--- src/hw/rtl/bpch_pkg.sv ---
package bpch_pkg;

    // Fixed field widths of the channels
    localparam int CHAN_W      = 4;
    localparam int SAMPLE_W    = 16;
    localparam int OUT_COUNT_W = 12;
    localparam int SLOT_W      = 4;
    localparam int HLEN_W      = 5;
    localparam int CFG_IDX_W   = 3;
    localparam int CFG_DATA_W  = 16;

    // Configuration register indexes
    localparam logic [CFG_IDX_W-1:0] CFG_POS_THRESHOLD  = 3'd0;
    localparam logic [CFG_IDX_W-1:0] CFG_NEG_THRESHOLD  = 3'd1;
    localparam logic [CFG_IDX_W-1:0] CFG_POS_CHANNEL    = 3'd2;
    localparam logic [CFG_IDX_W-1:0] CFG_NEG_CHANNEL    = 3'd3;
    localparam logic [CFG_IDX_W-1:0] CFG_HISTORY_LENGTH = 3'd4;

    localparam logic [HLEN_W-1:0] HISTORY_LENGTH_RESET = 5'd10;

    // Controller to datapath commands
    typedef struct packed {
        logic step;     // accepted sample: run detectors, push on block end
        logic load;     // read the oldest emitted slot
        logic advance;  // read the next slot
    } bpch_cmd_t;

    // Datapath to controller status
    typedef struct packed {
        logic last_slot;
    } bpch_sts_t;

endpackage

--- src/hw/rtl/bpch_if.sv ---
interface bpch_sample_if;
    import bpch_pkg::*;
    logic                       valid;
    logic                       ready;
    logic [CHAN_W-1:0]          chan;
    logic signed [SAMPLE_W-1:0] sample_value;
    logic                       block_end;

    modport source (output valid, chan, sample_value, block_end, input ready);
    modport sink   (input valid, chan, sample_value, block_end, output ready);
endinterface

interface bpch_result_if;
    import bpch_pkg::*;
    logic                   valid;
    logic                   ready;
    logic [OUT_COUNT_W-1:0] pos_count;
    logic [OUT_COUNT_W-1:0] neg_count;
    logic [SLOT_W-1:0]      slot_index;
    logic                   last;

    modport source (output valid, pos_count, neg_count, slot_index, last, input ready);
    modport sink   (input valid, pos_count, neg_count, slot_index, last, output ready);
endinterface

interface bpch_cfg_if;
    import bpch_pkg::*;
    logic                  valid;
    logic                  ready;
    logic [CFG_IDX_W-1:0]  index;
    logic [CFG_DATA_W-1:0] data;

    modport source (output valid, index, data, input ready);
    modport sink   (input valid, index, data, output ready);
endinterface

--- src/hw/rtl/bpch_detector.sv ---
module bpch_detector #(
    parameter int COUNT_WIDTH = 12,
    parameter bit NEGATIVE    = 1'b0
) (
    input  logic                                 clk,
    input  logic                                 rst_n,
    input  logic                                 step,
    input  logic                                 flush,
    input  logic signed [bpch_pkg::SAMPLE_W-1:0] sample,
    input  logic signed [bpch_pkg::SAMPLE_W-1:0] threshold,
    output logic [COUNT_WIDTH-1:0]               count_upd
);
    import bpch_pkg::*;

    logic signed [SAMPLE_W-1:0] prev_reg, prev_next;
    logic                       have_reg, have_next;
    logic                       armed_reg, armed_next;
    logic [COUNT_WIDTH-1:0]     cnt_reg, cnt_next;

    logic signed [SAMPLE_W:0]   prev_ext, samp_ext;
    logic [SAMPLE_W:0]          cm, nm;
    logic                       below;
    logic                       past;
    logic                       armed_kept;

    // Exact magnitudes, -32768 maps to 32768
    assign prev_ext = {prev_reg[SAMPLE_W-1], prev_reg};
    assign samp_ext = {sample[SAMPLE_W-1], sample};
    assign cm = prev_reg[SAMPLE_W-1] ? $unsigned(-prev_ext) : $unsigned(prev_ext);
    assign nm = sample[SAMPLE_W-1] ? $unsigned(-samp_ext) : $unsigned(samp_ext);

    // Threshold tests
    assign below = $signed({1'b0, cm}) < $signed({{2{threshold[SAMPLE_W-1]}}, threshold});
    assign past  = NEGATIVE ? (prev_reg < threshold) : (prev_reg > threshold);
    assign armed_kept = below ? 1'b0 : armed_reg;

    // Arm on rise, count on fall past the threshold
    always_comb
    begin
        prev_next  = prev_reg;
        have_next  = have_reg;
        armed_next = armed_reg;
        count_upd  = cnt_reg;
        if (step)
        begin
            if (have_reg)
            begin
                armed_next = armed_kept;
                if (cm < nm)
                begin
                    armed_next = 1'b1;
                end
                else if (cm > nm && armed_kept && past)
                begin
                    if (cnt_reg != {COUNT_WIDTH{1'b1}})
                    begin
                        count_upd = cnt_reg + 1'b1;
                    end
                    armed_next = 1'b0;
                end
            end
            prev_next = sample;
            have_next = 1'b1;
        end
    end

    assign cnt_next = flush ? '0 : count_upd;

    // Hold detector state, clear at block end
    always_ff @(posedge clk or negedge rst_n)
    begin
        if (!rst_n)
        begin
            prev_reg  <= '0;
            have_reg  <= 1'b0;
            armed_reg <= 1'b0;
            cnt_reg   <= '0;
        end
        else if (flush)
        begin
            prev_reg  <= '0;
            have_reg  <= 1'b0;
            armed_reg <= 1'b0;
            cnt_reg   <= cnt_next;
        end
        else
        begin
            prev_reg  <= prev_next;
            have_reg  <= have_next;
            armed_reg <= armed_next;
            cnt_reg   <= cnt_next;
        end
    end

endmodule

--- src/hw/rtl/bpch_datapath.sv ---
module bpch_datapath #(
    parameter int HISTORY_DEPTH = 16,
    parameter int NUM_CHANNELS  = 16,
    parameter int COUNT_WIDTH   = 12
) (
    input  logic                                    clk,
    input  logic                                    rst_n,
    input  bpch_pkg::bpch_cmd_t                     cmd,
    output bpch_pkg::bpch_sts_t                     sts,
    input  logic [bpch_pkg::CHAN_W-1:0]             chan,
    input  logic signed [bpch_pkg::SAMPLE_W-1:0]    sample_value,
    input  logic                                    block_end,
    input  logic                                    cfg_write,
    input  logic [bpch_pkg::CFG_IDX_W-1:0]          cfg_index,
    input  logic [bpch_pkg::CFG_DATA_W-1:0]         cfg_data,
    output logic [bpch_pkg::OUT_COUNT_W-1:0]        pos_count,
    output logic [bpch_pkg::OUT_COUNT_W-1:0]        neg_count,
    output logic [bpch_pkg::SLOT_W-1:0]             slot_index,
    output logic                                    last
);
    import bpch_pkg::*;

    localparam int AW = (HISTORY_DEPTH > 1) ? $clog2(HISTORY_DEPTH) : 1;
    localparam int LW = $clog2(HISTORY_DEPTH + 1);
    localparam int CW = (LW > HLEN_W) ? LW : HLEN_W;
    localparam int MW = 2 * COUNT_WIDTH;

    // Configuration registers
    logic signed [SAMPLE_W-1:0] pos_thr_reg, neg_thr_reg;
    logic [CHAN_W-1:0]          pos_chan_reg, neg_chan_reg;
    logic [HLEN_W-1:0]          hlen_reg;

    // History ring and read side
    logic [MW-1:0]              mem [HISTORY_DEPTH];
    logic [HISTORY_DEPTH-1:0]   valid_reg;
    logic [AW-1:0]              wr_ptr_reg;
    logic [AW-1:0]              rd_ptr_reg, rd_addr;
    logic [MW-1:0]              rd_data_reg;
    logic                       rd_valid_reg;
    logic [LW-1:0]              slot_reg;
    logic [LW-1:0]              len_reg;

    logic                       chan_ok;
    logic                       pos_hit, neg_hit;
    logic                       push;
    logic [COUNT_WIDTH-1:0]     pos_upd, neg_upd;
    logic [CW-1:0]              hlen_ext;
    logic [LW-1:0]              len_eff;
    logic [LW-1:0]              wr_ext;
    logic [LW-1:0]              start_diff;
    logic [AW-1:0]              start_addr;
    logic [AW-1:0]              rd_ptr_inc;
    logic [COUNT_WIDTH-1:0]     pos_raw, neg_raw;
    logic [COUNT_WIDTH+OUT_COUNT_W-1:0] pos_wide, neg_wide;
    logic [LW+SLOT_W-1:0]       slot_wide;

    // Write configuration registers
    always_ff @(posedge clk or negedge rst_n)
    begin
        if (!rst_n)
        begin
            pos_thr_reg  <= '0;
            neg_thr_reg  <= '0;
            pos_chan_reg <= '0;
            neg_chan_reg <= '0;
            hlen_reg     <= HISTORY_LENGTH_RESET;
        end
        else if (cfg_write)
        begin
            case (cfg_index)
                CFG_POS_THRESHOLD:  pos_thr_reg  <= $signed(cfg_data[SAMPLE_W-1:0]);
                CFG_NEG_THRESHOLD:  neg_thr_reg  <= $signed(cfg_data[SAMPLE_W-1:0]);
                CFG_POS_CHANNEL:    pos_chan_reg <= cfg_data[CHAN_W-1:0];
                CFG_NEG_CHANNEL:    neg_chan_reg <= cfg_data[CHAN_W-1:0];
                CFG_HISTORY_LENGTH: hlen_reg     <= cfg_data[HLEN_W-1:0];
                default:            ;
            endcase
        end
    end

    // Route the sample to the detectors
    assign chan_ok = {5'd0, chan} < 9'(NUM_CHANNELS);
    assign pos_hit = cmd.step && chan_ok && (chan == pos_chan_reg);
    assign neg_hit = cmd.step && chan_ok && (chan == neg_chan_reg);
    assign push    = cmd.step && block_end;

    bpch_detector #(
        .COUNT_WIDTH (COUNT_WIDTH),
        .NEGATIVE    (1'b0)
    ) u_pos_det (
        .clk       (clk),
        .rst_n     (rst_n),
        .step      (pos_hit),
        .flush     (push),
        .sample    (sample_value),
        .threshold (pos_thr_reg),
        .count_upd (pos_upd)
    );

    bpch_detector #(
        .COUNT_WIDTH (COUNT_WIDTH),
        .NEGATIVE    (1'b1)
    ) u_neg_det (
        .clk       (clk),
        .rst_n     (rst_n),
        .step      (neg_hit),
        .flush     (push),
        .sample    (sample_value),
        .threshold (neg_thr_reg),
        .count_upd (neg_upd)
    );

    // Clamp the emitted length to 1..HISTORY_DEPTH
    assign hlen_ext = CW'(hlen_reg);
    always_comb
    begin
        if (hlen_reg == '0)
        begin
            len_eff = LW'(1);
        end
        else if (hlen_ext > CW'(HISTORY_DEPTH))
        begin
            len_eff = LW'(HISTORY_DEPTH);
        end
        else
        begin
            len_eff = hlen_ext[LW-1:0];
        end
    end

    // Oldest emitted slot sits len entries behind the write pointer
    assign wr_ext = LW'(wr_ptr_reg);
    assign start_diff = (wr_ext >= len_eff) ? (wr_ext - len_eff)
                                            : (wr_ext + LW'(HISTORY_DEPTH) - len_eff);
    assign start_addr = start_diff[AW-1:0];
    assign rd_ptr_inc = (rd_ptr_reg == AW'(HISTORY_DEPTH - 1)) ? '0 : rd_ptr_reg + 1'b1;
    assign rd_addr    = cmd.load ? start_addr : rd_ptr_inc;

    // Push counts into the ring, advance the write pointer
    always_ff @(posedge clk or negedge rst_n)
    begin
        if (!rst_n)
        begin
            wr_ptr_reg <= '0;
            valid_reg  <= '0;
        end
        else if (push)
        begin
            wr_ptr_reg <= (wr_ptr_reg == AW'(HISTORY_DEPTH - 1)) ? '0 : wr_ptr_reg + 1'b1;
            valid_reg[wr_ptr_reg] <= 1'b1;
        end
    end

    // History memory: one write port, one registered read port
    always_ff @(posedge clk)
    begin
        if (push)
        begin
            mem[wr_ptr_reg] <= {pos_upd, neg_upd};
        end
        if (cmd.load || cmd.advance)
        begin
            rd_data_reg <= mem[rd_addr];
        end
    end

    // Track read position and slot number
    always_ff @(posedge clk or negedge rst_n)
    begin
        if (!rst_n)
        begin
            rd_ptr_reg   <= '0;
            rd_valid_reg <= 1'b0;
            slot_reg     <= '0;
            len_reg      <= LW'(1);
        end
        else if (cmd.load)
        begin
            rd_ptr_reg   <= start_addr;
            rd_valid_reg <= valid_reg[start_addr];
            slot_reg     <= '0;
            len_reg      <= len_eff;
        end
        else if (cmd.advance)
        begin
            rd_ptr_reg   <= rd_ptr_inc;
            rd_valid_reg <= valid_reg[rd_ptr_inc];
            slot_reg     <= slot_reg + 1'b1;
        end
    end

    // Drive result fields; never-written slots read as zero
    assign pos_raw    = rd_valid_reg ? rd_data_reg[MW-1:COUNT_WIDTH] : '0;
    assign neg_raw    = rd_valid_reg ? rd_data_reg[COUNT_WIDTH-1:0] : '0;
    assign pos_wide   = {{OUT_COUNT_W{1'b0}}, pos_raw};
    assign neg_wide   = {{OUT_COUNT_W{1'b0}}, neg_raw};
    assign slot_wide  = {{SLOT_W{1'b0}}, slot_reg};
    assign pos_count  = pos_wide[OUT_COUNT_W-1:0];
    assign neg_count  = neg_wide[OUT_COUNT_W-1:0];
    assign slot_index = slot_wide[SLOT_W-1:0];
    assign last       = (slot_reg + 1'b1) == len_reg;

    assign sts.last_slot = last;

endmodule

--- src/hw/rtl/bpch_ctrl.sv ---
module bpch_ctrl (
    input  logic                clk,
    input  logic                rst_n,
    input  logic                in_valid,
    input  logic                in_block_end,
    output logic                in_ready,
    output logic                out_valid,
    input  logic                out_ready,
    input  bpch_pkg::bpch_sts_t sts,
    output bpch_pkg::bpch_cmd_t cmd
);
    import bpch_pkg::*;

    typedef enum logic [2:0] {
        ST_IDLE = 3'b001,
        ST_LOAD = 3'b010,
        ST_SHOW = 3'b100
    } state_t;

    state_t state_reg, state_next;
    logic   in_acc, out_acc;

    assign in_ready  = (state_reg == ST_IDLE);
    assign out_valid = (state_reg == ST_SHOW);
    assign in_acc    = in_valid && in_ready;
    assign out_acc   = out_valid && out_ready;

    // Sequence sample steps and history readout
    always_comb
    begin
        state_next  = state_reg;
        cmd.step    = 1'b0;
        cmd.load    = 1'b0;
        cmd.advance = 1'b0;
        case (state_reg)
            ST_IDLE:
            begin
                cmd.step = in_acc;
                if (in_acc && in_block_end)
                begin
                    state_next = ST_LOAD;
                end
            end
            ST_LOAD:
            begin
                cmd.load   = 1'b1;
                state_next = ST_SHOW;
            end
            ST_SHOW:
            begin
                if (out_acc)
                begin
                    if (sts.last_slot)
                    begin
                        state_next = ST_IDLE;
                    end
                    else
                    begin
                        cmd.advance = 1'b1;
                    end
                end
            end
            default:
            begin
                state_next = ST_IDLE;
            end
        endcase
    end

    always_ff @(posedge clk or negedge rst_n)
    begin
        if (!rst_n)
        begin
            state_reg <= ST_IDLE;
        end
        else
        begin
            state_reg <= state_next;
        end
    end

endmodule

--- src/hw/rtl/block_peak_counter_history_unit.sv ---
// Block peak counter with history.
//
// smp (sink): one signed sample per request, tagged with its channel and a
// block_end mark. Two detectors count positive and negative peaks on their
// configured channels and thresholds.
// res (source): at each block end the history of (pos_count, neg_count) is
// emitted oldest first, one slot per request, slot_index counting from 0 and
// last set on the newest slot.
// cfg (sink): register writes by index, always ready; write only while idle.
//
// Samples without block_end stream at one per cycle while no readout is in
// progress. A block-end sample is pushed into the history, then the load
// state registers the first history memory read, then results follow at one
// per cycle while res is ready. The single-port read of the history memory
// sets the result rate. A stall on res holds the current result; smp stays
// not ready until the last slot is taken.
// Reset clears detectors, counts and history (all slots read as zero) and
// loads the register defaults; the block comes out of reset ready for samples.
module block_peak_counter_history_unit #(
    parameter int HISTORY_DEPTH = 16,
    parameter int NUM_CHANNELS  = 16,
    parameter int COUNT_WIDTH   = 12
) (
    input  logic      clk,
    input  logic      rst_n,
    bpch_sample_if.sink   smp,
    bpch_result_if.source res,
    bpch_cfg_if.sink      cfg
);
    import bpch_pkg::*;

    bpch_cmd_t cmd;
    bpch_sts_t sts;

    assign cfg.ready = 1'b1;

    bpch_ctrl u_ctrl (
        .clk          (clk),
        .rst_n        (rst_n),
        .in_valid     (smp.valid),
        .in_block_end (smp.block_end),
        .in_ready     (smp.ready),
        .out_valid    (res.valid),
        .out_ready    (res.ready),
        .sts          (sts),
        .cmd          (cmd)
    );

    bpch_datapath #(
        .HISTORY_DEPTH (HISTORY_DEPTH),
        .NUM_CHANNELS  (NUM_CHANNELS),
        .COUNT_WIDTH   (COUNT_WIDTH)
    ) u_datapath (
        .clk          (clk),
        .rst_n        (rst_n),
        .cmd          (cmd),
        .sts          (sts),
        .chan         (smp.chan),
        .sample_value (smp.sample_value),
        .block_end    (smp.block_end),
        .cfg_write    (cfg.valid),
        .cfg_index    (cfg.index),
        .cfg_data     (cfg.data),
        .pos_count    (res.pos_count),
        .neg_count    (res.neg_count),
        .slot_index   (res.slot_index),
        .last         (res.last)
    );

    // Never take a sample while a result is offered
    assert property (@(posedge clk) disable iff (!rst_n)
        !(smp.ready && res.valid))
        else $error("sample accepted during history readout");

    // A block end leads to the memory read cycle, not a new request
    assert property (@(posedge clk) disable iff (!rst_n)
        (smp.valid && smp.ready && smp.block_end) |=> (!smp.ready && !res.valid))
        else $error("block end did not start readout");

    // Readout starts at the oldest slot
    assert property (@(posedge clk) disable iff (!rst_n)
        $rose(res.valid) |-> (res.slot_index == '0))
        else $error("readout did not start at slot zero");

    // Taking the last slot returns the block to sampling
    assert property (@(posedge clk) disable iff (!rst_n)
        (res.valid && res.ready && res.last) |=> (smp.ready && !res.valid))
        else $error("block did not return to idle after last slot");

endmodule
--- src/flat_wrapper.sv ---
// flat-port wrapper written by rule: the top's interface ports become plain ports
module block_peak_counter_history_unit_flat import bpch_pkg::*;
#(
    parameter int HISTORY_DEPTH = 16,
    parameter int NUM_CHANNELS  = 16,
    parameter int COUNT_WIDTH   = 12
)
  (clk, rst_n, smp_valid, smp_chan, smp_sample_value, smp_block_end, smp_ready, res_valid, res_pos_count, res_neg_count, res_slot_index, res_last, res_ready, cfg_valid, cfg_index, cfg_data, cfg_ready);
  bpch_sample_if smp_i ();
  bpch_result_if res_i ();
  bpch_cfg_if cfg_i ();
  input  logic clk;
  input  logic rst_n;
  input wire logic [$bits(smp_i.valid)-1:0] smp_valid;
  input wire logic [$bits(smp_i.chan)-1:0] smp_chan;
  input wire logic [$bits(smp_i.sample_value)-1:0] smp_sample_value;
  input wire logic [$bits(smp_i.block_end)-1:0] smp_block_end;
  output wire logic [$bits(smp_i.ready)-1:0] smp_ready;
  output wire logic [$bits(res_i.valid)-1:0] res_valid;
  output wire logic [$bits(res_i.pos_count)-1:0] res_pos_count;
  output wire logic [$bits(res_i.neg_count)-1:0] res_neg_count;
  output wire logic [$bits(res_i.slot_index)-1:0] res_slot_index;
  output wire logic [$bits(res_i.last)-1:0] res_last;
  input wire logic [$bits(res_i.ready)-1:0] res_ready;
  input wire logic [$bits(cfg_i.valid)-1:0] cfg_valid;
  input wire logic [$bits(cfg_i.index)-1:0] cfg_index;
  input wire logic [$bits(cfg_i.data)-1:0] cfg_data;
  output wire logic [$bits(cfg_i.ready)-1:0] cfg_ready;
  assign smp_i.valid = smp_valid;
  assign smp_i.chan = smp_chan;
  assign smp_i.sample_value = smp_sample_value;
  assign smp_i.block_end = smp_block_end;
  assign smp_ready = smp_i.ready;
  assign res_valid = res_i.valid;
  assign res_pos_count = res_i.pos_count;
  assign res_neg_count = res_i.neg_count;
  assign res_slot_index = res_i.slot_index;
  assign res_last = res_i.last;
  assign res_i.ready = res_ready;
  assign cfg_i.valid = cfg_valid;
  assign cfg_i.index = cfg_index;
  assign cfg_i.data = cfg_data;
  assign cfg_ready = cfg_i.ready;
  block_peak_counter_history_unit #(.HISTORY_DEPTH(HISTORY_DEPTH), .NUM_CHANNELS(NUM_CHANNELS), .COUNT_WIDTH(COUNT_WIDTH)) u_core (.clk(clk), .rst_n(rst_n), .smp(smp_i), .res(res_i), .cfg(cfg_i));
endmodule
--- config.mk ---
export PLATFORM = sky130hd
export DESIGN_NAME = block_peak_counter_history_unit_flat
export DESIGN_NICKNAME = d
export VERILOG_FILES = /design/src/hw/rtl/bpch_pkg.sv /design/src/hw/rtl/bpch_if.sv /design/src/hw/rtl/bpch_detector.sv /design/src/hw/rtl/bpch_datapath.sv /design/src/hw/rtl/bpch_ctrl.sv /design/src/hw/rtl/block_peak_counter_history_unit.sv /design/src/flat_wrapper.sv
export SDC_FILE = /design/constraint.sdc
export NUM_CORES = 1
export LEC_CHECK = 0
export ABC_AREA = 1
export BUFFER_PORTS_ARGS = -buffer_cell sky130_fd_sc_hd__buf_2
export CAP_MARGIN = 20
export CELL_PAD_IN_SITES_DETAIL_PLACEMENT = 0
export CELL_PAD_IN_SITES_GLOBAL_PLACEMENT = 1
export CORE_MARGIN = 10
export CORE_UTILIZATION = 45
export DETAILED_ROUTE_END_ITERATION = 8
export GPL_ROUTABILITY_DRIVEN = 0
export HOLD_SLACK_MARGIN = 0.02
export PLACE_DENSITY = 0.84
export REMOVE_ABC_BUFFERS = 1
export SLEW_MARGIN = 15
export SYNTH_ARGS = -nofsm -noshare
export SYNTH_HDL_FRONTEND = slang
export SYNTH_SLANG_ARGS = --single-unit
export TNS_END_PERCENT = 30
--- constraint.sdc ---
create_clock -name clk -period 3.7 [get_ports clk]
set_input_delay 0.185 -clock clk [delete_from_list [all_inputs] [get_ports clk]]
set_output_delay 0.185 -clock clk [all_outputs]
set_load 0.005 [all_outputs]
==> flow_summary.ini <==
[sta]
fin_skew_ns = 0.03603
slew_violations = 0
setup_tns_ns = -68.29
hold_viol_final = 0
slew_headroom = 0.3635
rsz0062_at_grt = true
final.min_clock_period_ns = 4.053
setup_violations = 360
setup_ws_ns = -0.3526
fmax_mhz = 246.8
final.period_utilization = 1.095
worstMarginPinSlew_ns = 0.9525

[global_routing]
grt_pass1_wl_mm = 107.1
grt_antenna_before_repair = 2
met2_usage = 0.3418
grt_busiest_layer = met2
gr-usage-met3 = 0.03399
grt_max_degree = 149
overflow = 0
grt_pass1_vias = 19170
gr-usage-met1 = 0.2552
grt_usage = 0.2019

[route]
dr.pass1.iters = 6
num_vias = 19550
drtAntennaViolNets = 0
first_iter_violations = 1879
drt-total-wl_mm = 70.10
via_per_inst = 5.597
post_drt_wl_per_cell_um = 20.07
drc = 0

[setup_path]
critPathKind = register to register
r2r_start = u_core.u_datapath.u_neg_det.prev_reg[0]$_DFFE_PN0P_
critPathLaunchType = register
required_ns = 4.07
path_max_fanout = 8
path_delay_family = simple AND/OR/NAND/NOR gates
slowest_delay_ns = 0.38
crit_top_cell = nand4_1
cp.depth = 25
worst_r2r_endpoint = u_core.u_datapath.mem[14][0]$_DFFE_PP_
reg2reg_depth = 25
end_kind = register
crit_start = u_core.u_datapath.u_neg_det.prev_reg[0]$_DFFE_PN0P_
slowest_stage = dfrtp_1
cp.buffers_inverters = 9
ff2ff_setup_slack_ns = -0.35
arrival_ns = 4.43
crit_end = u_core.u_datapath.mem[14][0]$_DFFE_PP_

[final_layout]
final_cell_area_mm2 = 0.03138
final_core_util = 0.5543
post_route_cells_drive_above_1_share = 0.1878
diodes = 0
area_delta_synth_final_pct = 21.47
layout.nets = 2845
largest_reg_flops = 384

[power_and_ir_drop]
p_leak_uw = 0.01268
clkPwrFrac = 0.229
total_power_uw = 24180
internal_power_uw = 14410
p_seq_frac = 0.323
comb_power_share = 0.448
p_sw_uw = 9771
p_sw_frac = 0.4041
vdd_drop_max_mv = 0.5429
power_density_mw_per_mm2 = 770.5

[die]
start_util = 0.4564
core_area_mm2 = 0.05660
core.rowCount = 87
ios = 77
die_area_mm2 = 0.06739
die_w_um = 259.6
die_h_um = 259.6

[synthesis]
yosys.area_share.simple = 0.1379
synth-compound-area-share = 0.1248
synthDistinctLibCells = 53
ys.warnings.count = 0
synth_seq_cells = 551
ys_top_cells_by_area = edfxtp_1 47%, dfrtp_1 13%, o21ai_0 5.9%
syn_area_mm2 = 0.02583
synth_cells = 2451
yosysTopAreaCell = edfxtp_1
syn_area_per_cell_um2 = 10.54
yosysSeqAreaShare = 0.6130
synth_top_area_share = 0.4743
synth_xor_area_frac = 0.02267
synthMuxAreaShare = 0
synth_top_family_by_area = simple AND/OR/NAND/NOR gates
synthAdderAreaFrac = 0.05357

[place]
io_buffers = 75
hpwl_mm = 42.43
pre_cts_ws_ns = -0.5107
place_area_mm2 = 0.02816

[clock_network]
clk-insertion-delay-late_ns = 0.62
cts_sinks = 551
cts_buffers = 57
clk_path_buf_depth = 3
h-tree-depth = 2
cts_tree = done
root_buffer = clkbuf_16
path_clk_slew_ns = 0.06

[outcome]
violations = setup timing
status = complete, but fails checks

[flow_run]
cap_violations = 0

[hold_path]
min_path_type = input pin to register
==> cells in the final DEF, fill, tap and decap left out, types with 69 or more instances in the layout <==
| master | synthesis | final |
|---|---|---|
| a21oi_1 | 71 | 69 |
| buf_2 | 12 | 74 |
| buf_4 | 5 | 134 |
| dfrtp_1 | 139 | 139 |
| edfxtp_1 | 408 | 408 |
| ha_1 | 109 | 106 |
| inv_1 | 199 | 185 |
| nand2_1 | 374 | 339 |
| nor2_1 | 306 | 274 |
| o21ai_0 | 303 | 300 |
==> metal layers <==
metal  vias up  part of all wire  wire [µm]
met1      9503              0.40      28360
met4         4             0.034       2409
met5         -           0.00037         26
met2       785              0.49      34350
li1       9091                 -          -
met3       169             0.071       4955
==> timing repair <==
| action | 4_1_cts | 5_1_grt |
|---|---|---|
| gates cloned | 5 | 2 |
| pin swaps | 20 | 36 |
| setup endpoints to repair | 404 | 410 |
| setup buffers | 15 | 16 |
| gates resized for setup | 98 | 90 |
| hold buffers | 30 | 0 |
| endpoints found under the hold margin | 156 | 0 |
==> power groups by stage <==
stage	clock, µW	sequential (µW)	combinational, µW
after CTS	5630	7770	10600
after detailed placement	0	7860	10200
final	5550	7800	10800
after global placement	0	7830	9860
after global routing	5900	7860	12100
after floorplan	0	7810	6510
==> worst min path at each step <==
stage | depth (start not counted) | endpoint | start | slack (ns)
CTS | 4 | u_core.u_datapath.u_neg_det.prev_reg[3]$_DFFE_PN0P_ | smp_sample_value[3] | 0.03
detailed placement | 1 | u_core.u_datapath.pos_thr_reg[11]$_DFFE_PN0P_ | rst_n | 0.32
finish | 6 | u_core.u_datapath.u_neg_det.have_reg$_DFFE_PN0P_ | smp_chan[3] | 0.06
floorplan | 0 | u_core.u_ctrl.state_reg[1]$_DFFE_PN0P_ | rst_n | -0.11
global placement | 1 | u_core.u_datapath.pos_thr_reg[10]$_DFFE_PN0P_ | rst_n | 0.30
global route | 4 | u_core.u_datapath.u_pos_det.prev_reg[1]$_DFFE_PN0P_ | smp_sample_value[1] | 0.06
==> cell families after synthesis <==
kind of cell | after synthesis
simple gates | 846
compound gates | 557
flops | 551
buf+inv | 319
fa+ha+maj | 110
xor+xnor | 66
other cells | 2
==> metrics by stage <==
stage / hold WS, ns / instances
after floorplan: -0.1106 / 2345
after global placement: 0.3030 / 3320
after detailed placement: 0.3184 / 3320
after CTS: 0.03201 / 3476
after global routing: 0.05631 / 3493
final: 0.05955 / 3493
==> cell usage after synthesis (all sizes together) <==
master,n
edfxtp,408
nand2,377
o21ai,332
nor2,314
inv,208
dfrtp,139
ha,109
clkbuf,88
nand3,75
a21oi,73
o221ai,66
xor2,45
o211ai,37
o22ai,31
nand4,25
nor3,25
buf,21
xnor2,21
nor4,8
or2,8
a21o,6
and2,5
nor3b,5
o31ai,5
dfstp,4
nand3b,3
clkinv,2
conb,2
o21a,2
a211oi,1
a221oi,1
a31oi,1
fa,1
o21bai,1
o311ai,1
or3,1
==> area by class of cell <==
cell class,instances,area [µm²]
Multi-Input combinational cell,1584,9572
Fill cell,4770,25230
Inverter,210,815.8
Tap cell,756,945.9
Sequential cell,551,15840
Timing Repair inverter,4,30.03
Clock inverter,19,167.7
Clock buffer,87,1662
Timing Repair Buffer,282,2350
==> worst register-to-register path: stages, from the launching register on <==
cell and delay [ns]:
dfrtp_1 0.38, buf_6 0.13, inv_4 0.05, ha_4 0.14, inv_4 0.04, nor2_4 0.12
nand3_4 0.11, nor3_2 0.13, buf_4 0.14, nand4_1 0.11, o31ai_2 0.32, xnor2_2 0.14
ha_1 0.30, nand3_2 0.10, nor3_2 0.12, buf_4 0.14, nand4_1 0.08, nand4_1 0.20
buf_4 0.16, nand4_1 0.13, nor2_4 0.17, nand2_4 0.11, xor2_2 0.18, buf_6 0.14
inv_4 0.05, buf_6 0.12
Power figures use the tool's default switching activity.
